`src/design/psl_pkg.sv`:
```
// ----------------------------------------------------------------------------
// psl_pkg: shared definitions for the prime sieve list block
// Field widths, default sizes, operation codes, controller states and the
// command and status groups that join the controller and the datapath.
// ----------------------------------------------------------------------------
`default_nettype none

package psl_pkg;

  localparam int LIMIT_BITS_DEF = 16;
  localparam int LIST_DEPTH_DEF = 8192;

  localparam int LIMIT_W = 16;
  localparam int INDEX_W = 13;
  localparam int COUNT_W = 14;
  localparam int VALUE_W = 16;

  localparam int FIRST_PRIME = 2;

  localparam logic OP_BUILD = 1'b0;
  localparam logic OP_READ  = 1'b1;

  typedef enum logic [3:0] {
    ST_IDLE,
    ST_INIT,
    ST_PRD,
    ST_PCHK,
    ST_STRIKE,
    ST_SCAN,
    ST_FLUSH,
    ST_LRD,
    ST_RESP
  } state_t;

  typedef struct packed {
    logic load;
    logic init_step;
    logic p_read;
    logic p_next;
    logic strike_start;
    logic strike_step;
    logic clr_v;
    logic scan_step;
    logic list_read;
    logic resp_load;
  } cmd_t;

  typedef struct packed {
    logic v_at_lim;
    logic sq_over;
    logic m_last;
    logic flag;
    logic out_free;
  } sts_t;

endpackage

`default_nettype wire

```
`src/design/psl_ctrl.sv`:
```
// ----------------------------------------------------------------------------
// psl_ctrl: sequencer of the prime sieve list block
// Steps through flag fill, striking of multiples, list collection, list read
// and response hand-off.
// ----------------------------------------------------------------------------
`default_nettype none

module psl_ctrl import psl_pkg::*; (
  input  logic clk,
  input  logic rst,
  input  logic req_valid,
  input  logic req_op,
  output logic req_ready,
  input  sts_t sts,
  output cmd_t cmd
);

  state_t state, state_next;

  always_ff @(posedge clk) begin
    if (rst) begin
      state <= ST_IDLE;
    end else begin
      state <= state_next;
    end
  end

  always_comb begin
    state_next = state;
    unique case (state)
      ST_IDLE: begin
        if (req_valid) begin
          state_next = (req_op == OP_BUILD) ? ST_INIT : ST_LRD;
        end
      end
      ST_INIT: begin
        if (sts.v_at_lim) state_next = ST_PRD;
      end
      ST_PRD: begin
        state_next = sts.sq_over ? ST_SCAN : ST_PCHK;
      end
      ST_PCHK: begin
        state_next = sts.flag ? ST_STRIKE : ST_PRD;
      end
      ST_STRIKE: begin
        if (sts.m_last) state_next = ST_PRD;
      end
      ST_SCAN: begin
        if (sts.v_at_lim) state_next = ST_FLUSH;
      end
      ST_FLUSH: state_next = ST_RESP;
      ST_LRD:   state_next = ST_RESP;
      ST_RESP: begin
        if (sts.out_free) state_next = ST_IDLE;
      end
      default: state_next = ST_IDLE;
    endcase
  end

  always_comb begin
    cmd       = '0;
    req_ready = 1'b0;
    unique case (state)
      ST_IDLE: begin
        req_ready = 1'b1;
        cmd.load  = req_valid;
      end
      ST_INIT: cmd.init_step = 1'b1;
      ST_PRD: begin
        cmd.clr_v  = sts.sq_over;
        cmd.p_read = !sts.sq_over;
      end
      ST_PCHK: begin
        cmd.strike_start = sts.flag;
        cmd.p_next       = !sts.flag;
      end
      ST_STRIKE: begin
        cmd.strike_step = 1'b1;
        cmd.p_next      = sts.m_last;
      end
      ST_SCAN:  cmd.scan_step = 1'b1;
      ST_FLUSH: cmd = '0;
      ST_LRD:   cmd.list_read = 1'b1;
      ST_RESP:  cmd.resp_load = sts.out_free;
      default:  cmd = '0;
    endcase
  end

endmodule

`default_nettype wire

```
`config.mk`:
```
export PLATFORM = sky130hd
export DESIGN_NAME = psl_ctrl
export DESIGN_NICKNAME = d
export VERILOG_FILES = /design/src/design/psl_pkg.sv /design/src/design/psl_ctrl.sv
export SDC_FILE = /design/constraint.sdc
export NUM_CORES = 1
export LEC_CHECK = 0
export ABC_AREA = 1
export BUFFER_PORTS_ARGS = -buffer_cell sky130_fd_sc_hd__buf_2
export CAP_MARGIN = 15
export CORE_AREA = 2 2 39 41
export DETAILED_ROUTE_END_ITERATION = 8
export DIE_AREA = 0 0 41 43
export GPL_TIMING_DRIVEN = 1
export PLACE_DENSITY = 0.66
export SYNTH_ARGS = -nofsm -noshare
export SYNTH_HDL_FRONTEND = slang
export SYNTH_SLANG_ARGS = --single-unit
export TNS_END_PERCENT = 5
```
`constraint.sdc`:
```
create_clock -name clk -period 2.5 [get_ports clk]
set_input_delay 0.25 -clock clk [delete_from_list [all_inputs] [get_ports clk]]
set_output_delay 0.25 -clock clk [all_outputs]
set_load 0.01 [all_outputs]
```
# Yosys cells after proc, flatten, opt, wreduce, memory -nomap -nowiden
# Index checks and enable logic that the tools add are counted.
[classes]
mux = 20
n_eq_ne = 13
reduce_logical = 5
[op_table]
columns = ["operator", "n"]
rows = [
  ["4-bit case mux with 8 select lines", 1],
  ["4-bit two-way mux", 5],
  ["4-bit by 3-bit equality test with 1-bit output, second input constant", 4],
  ["1-bit two-way mux", 10],
  ["2-bit inequality test, second input constant", 5],
  ["3-bit two-way mux", 3],
  ["4-bit by 2-bit equality test with 1-bit output, second input constant", 2],
  ["5-bit AND reduction", 1],
  ["4-bit by 1-bit equality test with 1-bit output, second input constant", 1],
  ["4-bit equality test, second input constant", 1],
  ["4-bit zero test", 1],
  ["1-bit zero test", 2],
  ["1-bit case mux with 2 select lines", 1],
  ["2-bit OR reduction", 1],
]
[word_totals]
word_cells = 39
output_inout_bits = 11
in_bits = 9
register_bits = 4

# Longest topological paths before layout
[logic_depth]
ltp_word = 3
mapped_depth = 8
depth_no_buf = 8

# Worst setup path before layout
# No wires, ideal clock.
[synth_timing]
path_type = "register to output"
startpoint = "reg state[2]"
endpoint = "out cmd[7] (netlist name)"
path_stages_with_launch = 5
required_ns = 2.250
slack_ns = 1.365
t_arrival_ns = 0.885
cell_sequence = "dfxtp_1 nor2_4 nand2_1 or2_1 inv_1"
[synth_rtl]
columns = ["element", "line", "source"]
rows = [
  ["from (decl)", "psl_ctrl.sv:18", "state_t state, state_next;"],
  ["from (signal assigned)", "psl_ctrl.sv:24", "state <= state_next;"],
  ["to (decl)", "psl_ctrl.sv:15", "output cmd_t cmd"],
]

==> out/summary.txt <==
Run status - completed
Final Slew Violations - 0
First-pass GRT wire length - 1.30 mm
Mapped Cells - 71
Max clock buf depth - 2
Tightest Pin Transition - 0.286 ns
Via-per-instance ratio - 4.03
GRT Overall Usage - 0.106
# H-tree levels - 1
Area growth syn-to-layout - 36.1%
TritonCTS Buffers - 3
VDD IR-drop max - 0.358 mV
Cts hold-fix bufs - 0
Pre-antenna DRT Iters - 5
Die area - 1760 µm²
Hold Fails Final Rpt - 0
Int Power - 0.284 mW
Yosys cell types - 13
#FFs+latches synth - 4
Grt ovf - 0
CP required - 2.25 ns
Antenna violation net count after detailed routing - 0
CP endpoint kind - output pin
Core ar. - 1380 µm²
Nets - 104
DRC - 0
Final min period - 1.50 ns
Most common cell after layout, fill and taps aside - nand2_1
Clk_skew - 0.000782 ns
Fmax - 668 MHz
Synth warn - 0
Flip-flop count of the largest register after layout - 4
Initial antenna violation count - 0
Vias in the first global route - 362
Setup TNS - 0 ns
Clock Root Buffer - clkbuf_4
Hold Crit Class - primary input to flop
Kind of critical path - flop to output pin
Gpl congestion - 0.791
Cts repair resizes - 0
Hpwl dp - 717 µm
CTS tree - done
RSZ-0062 raised after global routing - false
Sequential Power Share - 0.223
Final period utilization - 0.599
Largest register by flop count - state
Max-Cap Viols - 0
Chip width - 41 µm
Netlist Area Pre-Place - 382 µm²
Post-CTS Setup Bufs - 0
Largest registers - state x4
Seq/Total Area, Yosys - 0.210
Total number of vias - 439
Avg Inst Size Synth - 5.37 µm²
CP Launch Type - flop
Most frequent cells in the layout - 20 x nand2_1, 19 x buf_2, 15 x inv_1, 9 x nor2_1, 8 x nand3_1
I/O Pins - 20
Comb power frac - 0.647
Leak Pwr - 0.354 nW
Post-Route WL - 807 µm
Share of cells above drive strength 1 - 0.355
Arrival @ worst endpoint - 1.25 ns
Initial core utilization - 0.276
DR iter-0 viols - 7
CP Max Fanout - 7
Setup Viol. Count Final - 0
Routed WL per cell - 7.40 µm
Util after Layout - 0.375
Clk_lat worst skew - 0.23 ns
Rows - 14
CTS clk-pin slew, worst paths - 0.03 ns
Clk pwr share - 0.130
Fill count - 169
PwrDens - 1110 nW/µm²
Mapped Nets - 80
Die extent in y - 43 µm
# diodes - 0
Largest net degree at the start of global routing - 9
CTS sink count - 4
Net Sw Power - 0.295 mW
Relative slew slack - 0.809
Sw frac - 0.509
Buffers on Ports - 19
synth_stat cells:
cell	number	area share
o22ai_1	1	0.016
dfxtp_1	4	0.21
nand2_1	20	0.20
inv_1	15	0.15
a21oi_1	1	0.013
nor2_1	9	0.089
nor2_4	2	0.059
inv_2	3	0.030
or2_1	1	0.016
nor2_2	5	0.082
o21ai_0	1	0.013
a21oi_2	1	0.023
nand3_1	8	0.10
power groups by stage:
stage / combinational, mW / sequential (mW) / clock (mW)
final: 0.374 / 0.129 / 0.0752
after global routing: 0.434 / 0.135 / 0.0820
after CTS: 0.381 / 0.128 / 0.0811
after detailed placement: 0.379 / 0.129 / 0
after global placement: 0.378 / 0.129 / 0
after floorplan: 0.278 / 0.125 / 0
per-stage QoR:
stage	cells	instance area (µm²)	setup slack [ns]	hold slack (ns)	power, mW
after floorplan	71	382	1.36	0.312	0.403
after global placement	106	497	1.26	0.461	0.506
after detailed placement	106	497	1.25	0.468	0.509
after CTS	109	519	0.995	0.220	0.590
after global routing	109	519	0.892	0.233	0.652
final	109	519	1.00	0.228	0.579
logic make-up after synthesis:
kind of cell           count (synthesis)  share of synthesized area
buffers and inverters                 18                      0.177
flip-flops                             4                      0.210
AND/OR/NAND/NOR                       45                      0.548
AO/OA/AOI/OAI                          4                     0.0656
final cells by class:
cell class	count	area, µm²	area share
multi-input cells	49	234	0.451
inverters	18	67.6	0.130
well taps	16	20.0	0.0386
repair buffers	19	95.1	0.183
clock buffers	3	22.5	0.0434
flip-flops and latches	4	80.1	0.154
worst max-delay path: stages, from the launching register on:
cell and delay [ns]:
dfxtp_1 0.35, nor2_2 0.28, nand2_1 0.13, o22ai_1 0.11
buf_2 0.15
final timing paths:
| kind | startpoint | to | slack (ns) | cells past startpoint |
|---|---|---|---|---|
| worst max register to register | state[1]$_SDFFE_PP0P_ | state[2]$_SDFFE_PP0P_ | 1.29 | 7 |
| worst max-delay path | state[1]$_SDFFE_PP0P_ | cmd[6] | 1.00 | 4 |
| worst min register to register | state[0]$_SDFFE_PP0P_ | state[0]$_SDFFE_PP0P_ | 0.56 | 2 |
| worst min-delay path | rst | state[2]$_SDFFE_PP0P_ | 0.23 | 2 |
metal layers:
layer | vias up | track usage | share of wire
li1 | 255 | - | -
met1 | 172 | 0.137 | 0.49
met2 | 12 | 0.159 | 0.45
met3 | 0 | 0.0157 | 0.062
met4 | 0 | 0.0600 | 0
met5 | - | 0 | 0
Note: power is estimated with default switching activity, not from simulation.
